===== config.mk =====
export PLATFORM = sky130hd
export DESIGN_NAME = reliable_send_window_core
export DESIGN_NICKNAME = d
export VERILOG_FILES = /design/src/hdl/rsw_pkg.sv /design/src/hdl/rsw_ctrl.sv /design/src/hdl/rsw_dp.sv /design/src/hdl/reliable_send_window_core.sv
export SDC_FILE = /design/constraint.sdc
export NUM_CORES = 2
export LEC_CHECK = 0
export ABC_AREA = 1
export BUFFER_PORTS_ARGS = -buffer_cell sky130_fd_sc_hd__buf_4
export CAP_MARGIN = 10
export CORE_MARGIN = 4
export CORE_UTILIZATION = 50
export DETAILED_ROUTE_END_ITERATION = 12
export HOLD_SLACK_MARGIN = 0.03
export PLACE_DENSITY_LB_ADDON = 0.05
export SYNTH_ARGS = -nofsm -noshare
export SYNTH_HDL_FRONTEND = slang
export SYNTH_SLANG_ARGS = --single-unit

===== constraint.sdc =====
create_clock -name clk -period 13.12 [get_ports clk]
set_clock_uncertainty 0.05 [all_clocks]
set_input_delay 2.624 -clock clk [delete_from_list [all_inputs] [get_ports clk]]
set_output_delay 2.624 -clock clk [all_outputs]
set_load 0.05 [all_outputs]

===== src/hdl/rsw_pkg.sv =====
// ----------------------------------------------------------------------------
// rsw_pkg
// Types and constants shared by the sliding-window sender core.
// ----------------------------------------------------------------------------
package rsw_pkg;

  localparam int unsigned SEQ_W   = 16;
  localparam int unsigned AGE_W   = 24;
  localparam int unsigned WIN_W   = 6;
  localparam int unsigned CFG_W   = 24;
  localparam int unsigned CFG_IDX_W = 2;

  localparam logic [SEQ_W-1:0] SEQ_MOD = 16'hFFFF;
  localparam logic [AGE_W-1:0] AGE_MAX = 24'hFFFFFF;

  // Register indexes of the configuration port.
  localparam logic [CFG_IDX_W-1:0] CFG_WINDOW  = 2'd0;
  localparam logic [CFG_IDX_W-1:0] CFG_RESEND  = 2'd1;
  localparam logic [CFG_IDX_W-1:0] CFG_TIMEOUT = 2'd2;

  // Input functions.
  localparam logic [1:0] FUNC_SUBMIT = 2'd0;
  localparam logic [1:0] FUNC_ACK    = 2'd1;
  localparam logic [1:0] FUNC_TICK   = 2'd2;
  localparam logic [1:0] FUNC_CLEAR  = 2'd3;

  // Result kinds.
  localparam logic [2:0] KIND_IDLE     = 3'd0;
  localparam logic [2:0] KIND_TRANSMIT = 3'd1;
  localparam logic [2:0] KIND_PENDING  = 3'd2;
  localparam logic [2:0] KIND_REJECTED = 3'd3;
  localparam logic [2:0] KIND_CLOSED   = 3'd4;

  // Entry states.
  localparam logic [1:0] ST_PENDING = 2'd0;
  localparam logic [1:0] ST_SENT    = 2'd1;
  localparam logic [1:0] ST_DONE    = 2'd2;

  typedef struct packed {
    logic [1:0]       func;
    logic [SEQ_W-1:0] buffer_handle;
    logic [SEQ_W-1:0] ack_number;
    logic             ack_failed;
    logic [SEQ_W-1:0] elapsed_ticks;
  } in_item_t;

  typedef struct packed {
    logic [2:0]       kind;
    logic [SEQ_W-1:0] seq_number;
    logic [SEQ_W-1:0] handle_out;
    logic             last;
  } out_item_t;

  typedef enum logic [3:0] {
    OP_NONE,
    OP_LOAD,
    OP_SUBMIT,
    OP_ACK,
    OP_CLEAR,
    OP_POP,
    OP_SEND,
    OP_TICK,
    OP_FLUSH
  } dp_op_t;

  typedef struct packed {
    dp_op_t op;
  } rsw_cmd_t;

  typedef struct packed {
    logic [1:0] func;
    logic       ack_hit;
    logic       ack_failed;
    logic       walk_end;
    logic       cur_done;
    logic       win_reached;
    logic       tick_expire;
    logic       popped;
  } rsw_stat_t;

endpackage


===== src/hdl/rsw_ctrl.sv =====
// ----------------------------------------------------------------------------
// rsw_ctrl
// Sequencer that steps the datapath through one transaction at a time.
// ----------------------------------------------------------------------------
module rsw_ctrl (
  input  logic               clk,
  input  logic               rst_n,
  input  logic               start,
  input  rsw_pkg::rsw_stat_t stat,
  output rsw_pkg::rsw_cmd_t  cmd,
  output logic               busy
);
  import rsw_pkg::*;

  typedef enum logic [2:0] {
    S_IDLE,
    S_DISPATCH,
    S_RETIRE,
    S_SEND,
    S_TICK,
    S_FLUSH
  } state_t;

  state_t state_r, state_nxt;

  always_comb begin
    state_nxt = state_r;
    cmd.op    = OP_NONE;
    case (state_r)
      S_IDLE: begin
        if (start) begin
          cmd.op    = OP_LOAD;
          state_nxt = S_DISPATCH;
        end
      end
      S_DISPATCH: begin
        case (stat.func)
          FUNC_SUBMIT: begin
            cmd.op    = OP_SUBMIT;
            state_nxt = S_FLUSH;
          end
          FUNC_ACK: begin
            if (stat.ack_hit) begin
              cmd.op    = OP_ACK;
              state_nxt = stat.ack_failed ? S_FLUSH : S_RETIRE;
            end else begin
              state_nxt = S_FLUSH;
            end
          end
          FUNC_TICK: state_nxt = S_TICK;
          default: begin
            cmd.op    = OP_CLEAR;
            state_nxt = S_FLUSH;
          end
        endcase
      end
      S_RETIRE: begin
        if (!stat.walk_end && stat.cur_done) begin
          cmd.op = OP_POP;
        end else begin
          state_nxt = stat.popped ? S_SEND : S_FLUSH;
        end
      end
      S_SEND: begin
        if (stat.walk_end || stat.win_reached) begin
          state_nxt = S_FLUSH;
        end else begin
          cmd.op = OP_SEND;
        end
      end
      S_TICK: begin
        if (stat.walk_end) begin
          state_nxt = S_FLUSH;
        end else begin
          cmd.op = OP_TICK;
          if (stat.tick_expire) state_nxt = S_FLUSH;
        end
      end
      S_FLUSH: begin
        cmd.op    = OP_FLUSH;
        state_nxt = S_IDLE;
      end
      default: state_nxt = S_IDLE;
    endcase
  end

  always_ff @(posedge clk) begin
    if (!rst_n) begin
      state_r <= S_IDLE;
    end else begin
      state_r <= state_nxt;
    end
  end

  assign busy = (state_r != S_IDLE);

endmodule


===== src/hdl/rsw_dp.sv =====
// ----------------------------------------------------------------------------
// rsw_dp
// Queue storage, pointers, ageing arithmetic and the result register.
// ----------------------------------------------------------------------------
module rsw_dp #(
  parameter int unsigned QUEUE_DEPTH = 32
) (
  input  logic                            clk,
  input  logic                            rst_n,
  input  rsw_pkg::rsw_cmd_t               cmd,
  output rsw_pkg::rsw_stat_t              stat,
  input  rsw_pkg::in_item_t               in_item,
  input  logic                            cfg_we,
  input  logic [rsw_pkg::CFG_IDX_W-1:0]   cfg_index,
  input  logic [rsw_pkg::CFG_W-1:0]       cfg_data,
  output logic                            out_valid,
  output rsw_pkg::out_item_t              out_item
);
  import rsw_pkg::*;

  localparam int unsigned PTR_W = (QUEUE_DEPTH > 1) ? $clog2(QUEUE_DEPTH) : 1;
  localparam int unsigned CNT_W = $clog2(QUEUE_DEPTH + 1);
  localparam int unsigned SUM_W = CNT_W + 1;
  localparam int unsigned CMP_W = (SUM_W > WIN_W) ? SUM_W : WIN_W;
  localparam logic [SUM_W-1:0] DEPTH_S = SUM_W'(QUEUE_DEPTH);
  localparam logic [CNT_W-1:0] DEPTH_C = CNT_W'(QUEUE_DEPTH);

  // Entry storage, undefined until written.
  logic [1:0]       status_r [QUEUE_DEPTH];
  logic [SEQ_W-1:0] handle_r [QUEUE_DEPTH];
  logic [AGE_W-1:0] tage_r   [QUEUE_DEPTH];
  logic [AGE_W-1:0] rage_r   [QUEUE_DEPTH];

  logic [WIN_W-1:0] win_r, win_nxt;
  logic [AGE_W-1:0] resend_r, resend_nxt;
  logic [AGE_W-1:0] timeout_r, timeout_nxt;

  logic [PTR_W-1:0] head_ptr_r, head_ptr_nxt;
  logic [SEQ_W-1:0] head_seq_r, head_seq_nxt;
  logic [CNT_W-1:0] count_r, count_nxt;
  logic [CNT_W-1:0] idx_r, idx_nxt;
  logic [WIN_W-1:0] sent_r, sent_nxt;
  logic             popped_r, popped_nxt;
  logic             hit_r, hit_nxt;
  in_item_t         item_r, item_nxt;

  logic             hold_valid_r, hold_valid_nxt;
  out_item_t        hold_r, hold_nxt;
  logic             out_valid_r, out_valid_nxt;
  out_item_t        out_item_r, out_item_nxt;

  function automatic logic [PTR_W-1:0] slot_of(input logic [PTR_W-1:0] ptr,
                                               input logic [CNT_W-1:0] off);
    logic [SUM_W-1:0] s;
    s = SUM_W'(ptr) + SUM_W'(off);
    if (s >= DEPTH_S) s = s - DEPTH_S;
    return s[PTR_W-1:0];
  endfunction

  function automatic logic [SEQ_W-1:0] seq_add(input logic [SEQ_W-1:0] base,
                                               input logic [CNT_W-1:0] off);
    logic [SEQ_W:0] s;
    s = {1'b0, base} + (SEQ_W+1)'(off);
    if (s >= {1'b0, SEQ_MOD}) s = s - {1'b0, SEQ_MOD};
    return s[SEQ_W-1:0];
  endfunction

  function automatic logic [AGE_W-1:0] age_add(input logic [AGE_W-1:0] a,
                                               input logic [SEQ_W-1:0] d);
    logic [AGE_W:0] s;
    s = {1'b0, a} + (AGE_W+1)'(d);
    return s[AGE_W] ? AGE_MAX : s[AGE_W-1:0];
  endfunction

  logic [PTR_W-1:0] rd_slot, tail_slot;
  logic [1:0]       cur_st;
  logic [SEQ_W-1:0] cur_seq, tail_seq;
  logic [WIN_W-1:0] win_eff;
  logic [AGE_W-1:0] rsd_eff, tmo_eff;
  logic [AGE_W-1:0] tage_sum, rage_sum;
  logic             tick_expire;
  logic [SEQ_W:0]   ack_diff;
  logic [SEQ_W-1:0] ack_off;

  assign rd_slot   = slot_of(head_ptr_r, idx_r);
  assign tail_slot = slot_of(head_ptr_r, count_r);
  assign cur_st    = status_r[rd_slot];
  assign cur_seq   = seq_add(head_seq_r, idx_r);
  assign tail_seq  = seq_add(head_seq_r, count_r);
  assign win_eff   = (win_r == '0) ? WIN_W'(1) : win_r;
  assign rsd_eff   = (resend_r == '0) ? AGE_W'(1) : resend_r;
  assign tmo_eff   = (timeout_r == '0) ? AGE_W'(1) : timeout_r;
  assign tage_sum  = age_add(tage_r[rd_slot], item_r.elapsed_ticks);
  assign rage_sum  = age_add(rage_r[rd_slot], item_r.elapsed_ticks);
  assign tick_expire = (cur_st == ST_SENT) && (tage_sum > tmo_eff);

  // Offset of the acked number from the head, modulo the sequence space.
  always_comb begin
    if (in_item.ack_number >= head_seq_r) begin
      ack_diff = {1'b0, in_item.ack_number} - {1'b0, head_seq_r};
    end else begin
      ack_diff = {1'b0, in_item.ack_number} + {1'b0, SEQ_MOD} - {1'b0, head_seq_r};
    end
    ack_off = ack_diff[SEQ_W-1:0];
  end

  assign stat.func        = item_r.func;
  assign stat.ack_hit     = hit_r;
  assign stat.ack_failed  = item_r.ack_failed;
  assign stat.walk_end    = (idx_r >= count_r);
  assign stat.cur_done    = (cur_st == ST_DONE);
  assign stat.win_reached = (sent_r == win_eff);
  assign stat.tick_expire = tick_expire;
  assign stat.popped      = popped_r;

  // Entry write port.
  logic             we_st, we_hd, we_ta, we_ra;
  logic [PTR_W-1:0] wa;
  logic [1:0]       wd_st;
  logic [AGE_W-1:0] wd_ta, wd_ra;

  // New result from this cycle.
  logic             emit;
  out_item_t        emit_item;

  always_comb begin
    win_nxt        = win_r;
    resend_nxt     = resend_r;
    timeout_nxt    = timeout_r;
    head_ptr_nxt   = head_ptr_r;
    head_seq_nxt   = head_seq_r;
    count_nxt      = count_r;
    idx_nxt        = idx_r;
    sent_nxt       = sent_r;
    popped_nxt     = popped_r;
    hit_nxt        = hit_r;
    item_nxt       = item_r;
    hold_valid_nxt = hold_valid_r;
    hold_nxt       = hold_r;
    out_valid_nxt  = 1'b0;
    out_item_nxt   = out_item_r;
    we_st = 1'b0;
    we_hd = 1'b0;
    we_ta = 1'b0;
    we_ra = 1'b0;
    wa    = rd_slot;
    wd_st = ST_SENT;
    wd_ta = '0;
    wd_ra = '0;
    emit  = 1'b0;
    emit_item.kind       = KIND_TRANSMIT;
    emit_item.seq_number = cur_seq;
    emit_item.handle_out = handle_r[rd_slot];
    emit_item.last       = 1'b0;

    if (cfg_we) begin
      case (cfg_index)
        CFG_WINDOW:  win_nxt     = cfg_data[WIN_W-1:0];
        CFG_RESEND:  resend_nxt  = cfg_data[AGE_W-1:0];
        CFG_TIMEOUT: timeout_nxt = cfg_data[AGE_W-1:0];
        default: ;
      endcase
    end

    case (cmd.op)
      OP_LOAD: begin
        item_nxt       = in_item;
        hit_nxt        = (in_item.ack_number != SEQ_MOD) &&
                         (ack_off < SEQ_W'(count_r));
        idx_nxt        = (in_item.func == FUNC_ACK) ? ack_off[CNT_W-1:0] : '0;
        sent_nxt       = '0;
        popped_nxt     = 1'b0;
        hold_valid_nxt = 1'b0;
      end
      OP_SUBMIT: begin
        emit                 = 1'b1;
        emit_item.seq_number = tail_seq;
        emit_item.handle_out = item_r.buffer_handle;
        if (count_r >= DEPTH_C) begin
          emit_item.kind = KIND_REJECTED;
        end else begin
          we_st = 1'b1;
          we_hd = 1'b1;
          we_ta = 1'b1;
          we_ra = 1'b1;
          wa    = tail_slot;
          count_nxt = count_r + CNT_W'(1);
          if ((CMP_W'(count_r) + CMP_W'(1)) <= CMP_W'(win_eff)) begin
            wd_st          = ST_SENT;
            emit_item.kind = KIND_TRANSMIT;
          end else begin
            wd_st          = ST_PENDING;
            emit_item.kind = KIND_PENDING;
          end
        end
      end
      OP_ACK: begin
        if (item_r.ack_failed) begin
          we_ra = 1'b1;
          emit  = 1'b1;
        end else begin
          we_st = 1'b1;
          wd_st = ST_DONE;
        end
        idx_nxt = '0;
      end
      OP_CLEAR: begin
        count_nxt    = '0;
        head_seq_nxt = '0;
      end
      OP_POP: begin
        head_ptr_nxt = slot_of(head_ptr_r, CNT_W'(1));
        head_seq_nxt = seq_add(head_seq_r, CNT_W'(1));
        count_nxt    = count_r - CNT_W'(1);
        popped_nxt   = 1'b1;
      end
      OP_SEND: begin
        if (cur_st == ST_PENDING) begin
          we_st    = 1'b1;
          we_ta    = 1'b1;
          we_ra    = 1'b1;
          emit     = 1'b1;
          sent_nxt = sent_r + WIN_W'(1);
        end
        idx_nxt = idx_r + CNT_W'(1);
      end
      OP_TICK: begin
        if (cur_st == ST_SENT) begin
          if (tick_expire) begin
            emit           = 1'b1;
            emit_item.kind = KIND_CLOSED;
            count_nxt      = '0;
            head_seq_nxt   = '0;
          end else begin
            we_ta = 1'b1;
            wd_ta = tage_sum;
            we_ra = 1'b1;
            if (rage_sum > rsd_eff) begin
              wd_ra = '0;
              emit  = 1'b1;
            end else begin
              wd_ra = rage_sum;
            end
          end
        end
        idx_nxt = idx_r + CNT_W'(1);
      end
      OP_FLUSH: begin
        out_valid_nxt = 1'b1;
        if (hold_valid_r) begin
          out_item_nxt = hold_r;
        end else begin
          out_item_nxt.kind       = KIND_IDLE;
          out_item_nxt.seq_number = '0;
          out_item_nxt.handle_out = '0;
        end
        out_item_nxt.last = 1'b1;
        hold_valid_nxt    = 1'b0;
      end
      default: ;
    endcase

    // A new result pushes the held one out; the final one leaves on flush.
    if (emit) begin
      if (hold_valid_r) begin
        out_valid_nxt = 1'b1;
        out_item_nxt  = hold_r;
      end
      hold_nxt       = emit_item;
      hold_valid_nxt = 1'b1;
    end
  end

  always_ff @(posedge clk) begin
    if (we_st) status_r[wa] <= wd_st;
    if (we_hd) handle_r[wa] <= item_r.buffer_handle;
    if (we_ta) tage_r[wa]   <= wd_ta;
    if (we_ra) rage_r[wa]   <= wd_ra;
    item_r     <= item_nxt;
    hold_r     <= hold_nxt;
    out_item_r <= out_item_nxt;
    idx_r      <= idx_nxt;
  end

  always_ff @(posedge clk) begin
    if (!rst_n) begin
      win_r        <= WIN_W'(10);
      resend_r     <= AGE_W'(500);
      timeout_r    <= AGE_W'(3000);
      head_ptr_r   <= '0;
      head_seq_r   <= '0;
      count_r      <= '0;
      sent_r       <= '0;
      popped_r     <= 1'b0;
      hit_r        <= 1'b0;
      hold_valid_r <= 1'b0;
      out_valid_r  <= 1'b0;
    end else begin
      win_r        <= win_nxt;
      resend_r     <= resend_nxt;
      timeout_r    <= timeout_nxt;
      head_ptr_r   <= head_ptr_nxt;
      head_seq_r   <= head_seq_nxt;
      count_r      <= count_nxt;
      sent_r       <= sent_nxt;
      popped_r     <= popped_nxt;
      hit_r        <= hit_nxt;
      hold_valid_r <= hold_valid_nxt;
      out_valid_r  <= out_valid_nxt;
    end
  end

  assign out_valid = out_valid_r;
  assign out_item  = out_item_r;

endmodule


===== src/hdl/reliable_send_window_core.sv =====
// ----------------------------------------------------------------------------
// reliable_send_window_core
// Sender side of a selective-repeat sliding window: queue, acks and ageing.
// ----------------------------------------------------------------------------
// Steps: a submit, clear, failed ack or ack for an unknown number passes
// through dispatch and flush only. A tick walks the queue, one entry a cycle,
// until the end or the first timeout. A successful ack retires done entries
// and, if any retired, then walks the rest for pending ones.
// Throughput: one transaction at a time, set by the single-entry walk over the
// queue storage. Results come one a cycle at most and cannot be stalled.
// Reset (synchronous, active low) empties the queue and loads the default
// window, resend and timeout registers; no clearing pass is needed.
module reliable_send_window_core #(
  parameter int unsigned QUEUE_DEPTH = 32
) (
  input  logic                            clk,
  input  logic                            rst_n,
  input  logic                            start,
  output logic                            busy,
  input  rsw_pkg::in_item_t               in_item,
  output logic                            out_valid,
  output rsw_pkg::out_item_t              out_item,
  input  logic                            cfg_we,
  input  logic [rsw_pkg::CFG_IDX_W-1:0]   cfg_index,
  input  logic [rsw_pkg::CFG_W-1:0]       cfg_data
);
  import rsw_pkg::*;

  rsw_cmd_t  cmd;
  rsw_stat_t stat;

  // The controller decides which step runs each cycle; the datapath only
  // carries it out and reports the conditions the controller branches on.
  rsw_ctrl u_ctrl (
    .clk   (clk),
    .rst_n (rst_n),
    .start (start),
    .stat  (stat),
    .cmd   (cmd),
    .busy  (busy)
  );

  // The queue is a ring: the head slot moves as entries retire, so no data
  // is ever shifted. Each transaction's results pass through a one-deep hold
  // register so that the final one can be flagged as last.
  rsw_dp #(
    .QUEUE_DEPTH (QUEUE_DEPTH)
  ) u_dp (
    .clk       (clk),
    .rst_n     (rst_n),
    .cmd       (cmd),
    .stat      (stat),
    .in_item   (in_item),
    .cfg_we    (cfg_we),
    .cfg_index (cfg_index),
    .cfg_data  (cfg_data),
    .out_valid (out_valid),
    .out_item  (out_item)
  );

endmodule

### Word-level counts from Yosys, hierarchy flattened

Memories as Yosys holds them, arrays and structs flattened.
Cells that the tools add are included.

* bits in registers: 206
* RAM bits: 2112
* input port bits: 81
* logic and storage cells: 212
* memories: 4

Memories
* u_dp.rage_r: depth 32, width 24, rd ports 1, clocked after memory_dff 0, wr ports 1, line rsw_dp.sv:32 `logic [AGE_W-1:0] rage_r [QUEUE_DEPTH];`
* u_dp.tage_r: depth 32, width 24, rd ports 1, clocked after memory_dff 0, wr ports 1, line rsw_dp.sv:31 `logic [AGE_W-1:0] tage_r [QUEUE_DEPTH];`
* u_dp.handle_r: depth 32, width 16, rd ports 1, clocked after memory_dff 0, wr ports 1, line rsw_dp.sv:30 `logic [SEQ_W-1:0] handle_r [QUEUE_DEPTH];`
* u_dp.status_r: depth 32, width 2, rd ports 1, clocked after memory_dff 0, wr ports 1, line rsw_dp.sv:29 `logic [1:0] status_r [QUEUE_DEPTH];`

* $add $sub $neg: 22
* $lt $le $gt $ge: 13
* equal/unequal tests: 30
* multiplexer cells: 91
* reductions and logical operators: 28

Operator list (count)
* 24-bit two-way mux: 11
* 36-bit two-way mux: 3
* 16-bit two-way mux: 6
* 17-bit by 16-bit greater-or-equal comparator with 1-bit output (second input constant): 3
* 24-bit by 16-bit adder with 25-bit output: 2
* 24-bit greater-than comparator: 2
* 24-bit zero test: 2
* 16-bit case mux with 3 select lines: 1
* 16-bit subtractor (second input constant): 3
* 3-bit two-way mux: 14
* 6-bit two-way mux: 6
* 35-bit two-way mux: 1
* 16-bit by 6-bit adder with 17-bit output: 2
* 32-bit two-way mux: 1
* 16-bit subtractor: 2
* 1-bit two-way mux: 25
* 5-bit two-way mux: 5
* 4-bit case mux with 6 select lines: 1
* 6-bit case mux with 4 select lines: 1
* 6-bit by 1-bit adder with 6-bit output (second input constant): 3
* 6-bit case mux with 3 select lines: 1
* 16-bit by 1-bit adder with 17-bit output (second input constant): 1
* 16-bit adder (second input constant): 1
* 4-bit by 3-bit == test with 1-bit output (second input constant): 4
* 46 further kinds: 83

### Logic depth before layout (Yosys ltp)

An unclocked memory read counts as a cell.

* word-level depth: 13
* mapped depth: 50
* mapped depth without buffers: 40

### Modules after synthesis

From an unflattened synthesis, not the netlist that was laid out.

* cells, all modules: 8715
* area, all modules: 100425.1 um^2

Modules (own cells, without submodules)
* rsw_dp: instances 1, cells an instance 8645, area an instance 100030.9 um^2, sequential area each 68245.5 um^2
* rsw_ctrl: instances 1, cells an instance 70, area an instance 394.1 um^2, sequential area each 60.1 um^2

### Least setup slack after synthesis

Ideal clock, no wire load.

* path kind: register -> register
* start point: register u_dp.idx_r[0]
* end point: memory u_dp.rage_r[18][0] (enable)
* setup time: 0.435 ns
* data arrival time: 8.258 ns
* required time: 12.635 ns
* setup slack: 4.377 ns
* cell stages (with the launch flop): 40
* clock period less this slack: 8.743 ns
* cell sequence: edfxtp_1 -> ha_1 -> fa_1 -> clkbuf_2 -> inv_2 -> buf_4 -> buf_2 -> buf_2 -> buf_1 -> clkbuf_1 -> a21oi_1 -> a221oi_1 -> o21ai_0 -> a32oi_1 -> ha_1 -> inv_1 -> fa_1 -> o21ai_0 -> (+4 left out) -> nor2_4 -> nand2_4 -> buf_2 -> nand2_1 -> ha_1 -> a21oi_1 -> o21a_1 -> nand2_1 -> nand2_1 -> nand2_1 -> nor2_1 -> nor2_1 -> nor2_1 -> nor2_1 -> nand2_1 -> nor2_1 -> buf_2 -> nor3_1

* word-level cells in the longest chain between the ends: 13
* elaborated cells between the ends (all ways): 33
* those cells by class: add/sub: 3; order compare: 3; eq/ne: 6; mux: 14; reduce/logical: 5; memory: 2

Ends and longest elaborated chain
* start, declared: line rsw_dp.sv:41 `logic [CNT_W-1:0] idx_r, idx_nxt;`
* start signal, assigned: line rsw_dp.sv:282 `idx_r <= idx_nxt;`
* 5-bit by 6-bit adder with 7-bit output: line rsw_dp.sv:55 `s = SUM_W'(ptr) + SUM_W'(off);`
* 7-bit by 6-bit greater-or-equal comparator with 1-bit output / 5-bit by 1-bit subtractor with 5-bit output (equally long branches): line rsw_dp.sv:56 `if (s >= DEPTH_S) s = s - DEPTH_S;`
* 5-bit two-way mux: line rsw_dp.sv:56
* memory 32 x 24 bit
* 24-bit by 16-bit adder with 25-bit output: line rsw_dp.sv:71 `s = {1'b0, a} + (AGE_W+1)'(d);`
* 24-bit two-way mux: line rsw_dp.sv:72 `return s[AGE_W] ? AGE_MAX : s[AGE_W-1:0];`
* 24-bit greater-than comparator: line rsw_dp.sv:95 `assign tick_expire = (cur_st == ST_SENT) && (tage_sum > tmo_eff);`
* 1-bit logical AND: line rsw_dp.sv:95
* 1-bit two-way mux: line rsw_dp.sv:229 `if (tick_expire) begin`
* 1-bit two-way mux: line rsw_dp.sv:228 `if (cur_st == ST_SENT) begin`
* 1-bit case mux with 4 select lines: line rsw_dp.sv:165 `case (cmd.op)`
* 1-bit two-way mux: line rsw_dp.sv:278 `if (we_ra) rage_r[wa] <= wd_ra;`
* 1-bit two-way mux (not written as such): line rsw_dp.sv:278
* end, declared: line rsw_dp.sv:32

Several ways; a longest one is shown, not always the timed one.

### Worst setup path in the final report

* start point: register u_dp.idx_r[0]
* end point: memory u_dp.rage_r[1][7], data pin

* word-level cells in the longest chain between the ends: 11
* elaborated cells between the ends (all ways): 29
* those cells by class: add/sub: 4; order compare: 4; eq/ne: 3; mux: 11; reduce/logical: 4; memory: 3

Ends and longest elaborated chain
* 5-bit by 6-bit adder with 7-bit output: line rsw_dp.sv:55
* 7-bit by 6-bit greater-or-equal comparator with 1-bit output / 5-bit by 1-bit subtractor with 5-bit output (equally long branches): line rsw_dp.sv:56
* 5-bit two-way mux: line rsw_dp.sv:56
* memory 32 x 24 bit, on equally long branches
* 24-bit by 16-bit adder with 25-bit output: line rsw_dp.sv:71
* 24-bit two-way mux: line rsw_dp.sv:72
* 24-bit greater-than comparator, on equally long branches: line rsw_dp.sv:238, rsw_dp.sv:95
* 24-bit two-way mux / 1-bit logical AND (equally long branches): line rsw_dp.sv:238, rsw_dp.sv:95
* 24-bit two-way mux: line rsw_dp.sv:229
* 24-bit two-way mux: line rsw_dp.sv:228
* 24-bit two-way mux *: line rsw_dp.sv:165
* named net u_dp.wd_ra[7]: line rsw_dp.sv:120 `logic [AGE_W-1:0] wd_ta, wd_ra;`

Mark *: on every way through the listed nets, which the timed path passes. The rest lies on a longest branch.

==> metrics.txt <==
mux cell area share after synthesis 0%; setup violators final 0; vias per inst 6.048; max_cap viols 0; CTS tree built; antenna violations before repair 6; Seq/Total Area, Yosys 68.29%; relative slew slack 13.21%; synthesized flop and latch total 2,318; global route overflow 0; Post-Syn Area 100,000 sq um; Hold Path Cell Cnt 2; post-synthesis cell type count 56; CTS clk-pin slew, worst paths 60 ps; status complete, no violations; Max VDD drop 0.1332 mV; Tmin final 10,800 ps; first-pass GRT wire length 440,600 um; Most used DFF post-synth edfxtp_1; Residual DRC 0; vias 69,826; static leakage 0.04097 uW; Avg WL per Cell 26.21 um; largest family of logic cells by synthesized area simple AND/OR/NAND/NOR gates; Sum Neg Setup Slack 0 ps; area leader, netlist edfxtp_1; TritonCTS buffer count 235; number of synthesized flops with an enable pin 2,188; # fillers 16,678; fin. max-slew vios 0; Bufs on Longest Clock Path 3; Setup crit start kind flip-flop; async set-or-reset flop fraction in the synthesized netlist 0%; Compound-Gate Fraction of Synth Area 11.02%; Clock Latency Late Sink 870 ps; adder-cell area share of the yosys netlist 2.069%; Starting DRT DRC Count 8,176; Rows 163; Slowest-stage cell, CP fa_4; combinational group share of total power 20.5%; syn_area_per_cell 11.51 sq um; final hold violations 0; total track usage 28.58%; total die area 207,300 sq um; final period utilization 82.32%; Post-Syn Nets 8,932; dpl cells 11,090; hold path endpoint u_dp.win_r[0]$_SDFFE_PN0P_; WP data arrival 11,230 ps; Crit path largest cell delay 1450 ps; CTS Hold Buffers Added 0; Post CTS Setup Buffer Count 0; cells after synthesis 8,691; type of the most critical hold path flip-flop to flip-flop; power share of the clock group 35.3%; RSZ-0062 raised after global routing no; Non-Filler Instances 11,546; initial cell density of the core 50.46%; cells on worst reg2reg path 33; Final Wtd Congestion 0.8819; most area-consuming cells after synthesis edfxtp_1 66%, nand2_1 6.7%, a21oi_1 3.5%; Yosys warning count 0; drt first pass iters 6; register area 68,310 sq um; IO Count 119; layout cells sized above 1 9.108%; Core ar. 198,200 sq um; Fmax 92.58 MHz; FF-to-FF Start u_dp.idx_r[0]$_DFFE_PP_; Yosys top cell area share 65.68%; Seq pwr share 44.2%; sw power 5680 uW; CTS sink count 2,318; dpl hpwl 166,800 um; Crit Path Category flip-flop to flip-flop; Hold Slack 398.7 ps; total power 18,650 uW; clock root buffer clkbuf_16; Post-Route WL 302,700 um; worst r2r dst u_dp.rage_r[1][7]$_DFFE_PP_; area of the multi-input gates 28,770 sq um; simple-gate portion of the synthesized area 13.98%; # port buffers 118; Die X 455.3 um; die height 455.3 um; reg2reg setup slack 2320 ps; Cell Pwr Density 166.6 nW/um^2; vias in the first global route 65,673; H-tree depth 4; CP Max Fanout 141; Synth Area in XOR/XNOR 0.8556%; hold path startpoint u_dp.win_r[0]$_SDFFE_PN0P_; Req. time, crit path 13,550 ps; internal power 12,970 uW; largest net degree at the start of global routing 188; # resized after CTS 0; antenna viol nets, final 0; Critical Path Sink Type flip-flop; Layout area overhead 11.88%; Worst Tran Pin Value 1300 ps; switching part of the total power 30.46%; fin nets 8,942
-- sequential cells by signal, indices dropped and copies added (netlist names), 6 cells and up --
signal           count
u_dp.rage_r        768
u_dp.tage_r        768
u_dp.handle_r      512
u_dp.status_r       64
u_dp.out_item       36
u_dp.hold_r         35
u_dp.item_r         32
u_dp.resend_r       24
u_dp.timeout_r      24
u_dp.head_seq_r     16
u_dp.count_r         6
u_dp.idx_r           6
u_dp.sent_r          6
u_dp.win_r           6
-- per-layer routing --
metal / vias to the layer above / wire, um / track usage [%] / part of all wire [%]
met5: - / 0 / 0 / 0
met3: 546 / 21770 / 4.092 / 7.2
met4: 0 / 10340 / 9.684 / 3.4
met2: 2873 / 141600 / 45.83 / 47
li1: 31572 / - / - / -
met1: 34835 / 128900 / 40.34 / 43
-- worst max-delay path by stage --
stage | from | to | slack [ps] | cells after the start
global placement | u_dp.idx_r[0]$_DFFE_PP_ | u_dp.rage_r[16][14]$_DFFE_PP_ | 2570 | 34
finish | u_dp.idx_r[0]$_DFFE_PP_ | u_dp.rage_r[1][7]$_DFFE_PP_ | 2320 | 33
CTS | u_dp.idx_r[0]$_DFFE_PP_ | u_dp.rage_r[29][9]$_DFFE_PP_ | 2500 | 33
floorplan | u_dp.idx_r[0]$_DFFE_PP_ | u_dp.rage_r[18][0]$_DFFE_PP_ | 4380 | 39
detailed placement | u_dp.idx_r[0]$_DFFE_PP_ | u_dp.rage_r[26][9]$_DFFE_PP_ | 2540 | 33
global route | u_dp.idx_r[0]$_DFFE_PP_ | u_dp.rage_r[13][11]$_DFFE_PP_ | 1600 | 33
-- synthesized netlist by cell type (5+ instances only) --
cell type,n
edfxtp_1,2188
nand2_1,1788
nor2_1,770
a21oi_1,708
nand3_1,642
o21ai_0,623
inv_1,339
clkbuf_1,267
a221oi_1,254
buf_2,161
ha_1,151
o221ai_1,131
dfxtp_1,130
nor3_1,73
xor2_1,73
nand4_1,59
buf_1,55
o211ai_1,36
a32oi_1,32
buf_4,30
xnor2_1,21
a31oi_1,20
buf_6,19
a21o_1,13
inv_2,11
nand2_2,10
fa_1,9
nand3b_1,8
a21boi_0,6
and2_1,6
nand2_4,5
o21a_1,5
-- stage by stage --
| step | area, sq um | util, % | setup slack [ps] |
|---|---|---|---|
| 2_1_floorplan | 100000 | - | 4377 |
| 3_3_place_gp | 104100 | 52.49 | 2568 |
| 3_5_place_dp | 104100 | 52.52 | 2543 |
| 4_1_cts | 111700 | 56.32 | 2500 |
| 5_1_grt | 111900 | 56.45 | 1597 |
| 6_report | 111900 | 56.45 | 2319 |
-- critical path, delay by kind of cell, from the launching register on --
kind,cells,cell delay [ps]
compound gates,12,3560
fa+ha+maj,5,2600
buf+inv,6,1580
flops,1,520
simple gates,10,1650
-- power groups by stage --
stage	Sequential (uW)	Clock, uW	Combinational [uW]
final	8230	6580	3830
after global routing	8240	6980	4190
after CTS	8230	6680	3800
after detailed placement	8390	0	3790
after global placement	8390	0	3740
after floorplan	8560	0	2370
-- cell type report --
| class | count | area share (%) |
|---|---|---|
| diodes | 2 | 0.004472 |
| clock buffers | 339 | 5.834 |
| clock inverters | 101 | 0.9034 |
| inverters | 353 | 1.197 |
| multi-input cells | 5487 | 25.71 |
| flip-flops and latches | 2318 | 61.04 |
| well taps | 2640 | 2.952 |
| repair buffers | 306 | 2.365 |
-- cells by family (layout without fill, tap and decap cells) --
group,after synthesis,in the layout
fa+ha+maj,160,160
flops,2318,2318
xor+xnor,96,96
simple gates,3385,3385
compound gates,1846,1846
buf+inv,886,1099
other cells,0,2
-- placed cells by master (no fill, tap or decap), drive strengths merged, types with 254 or more instances in the layout --
master,count
edfxtp,2188
nand2,1803
nor2,776
a21oi,709
nand3,648
o21ai,626
inv,356
clkbuf,339
buf,306
a221oi,254
(Power assumes the default switching activity.)
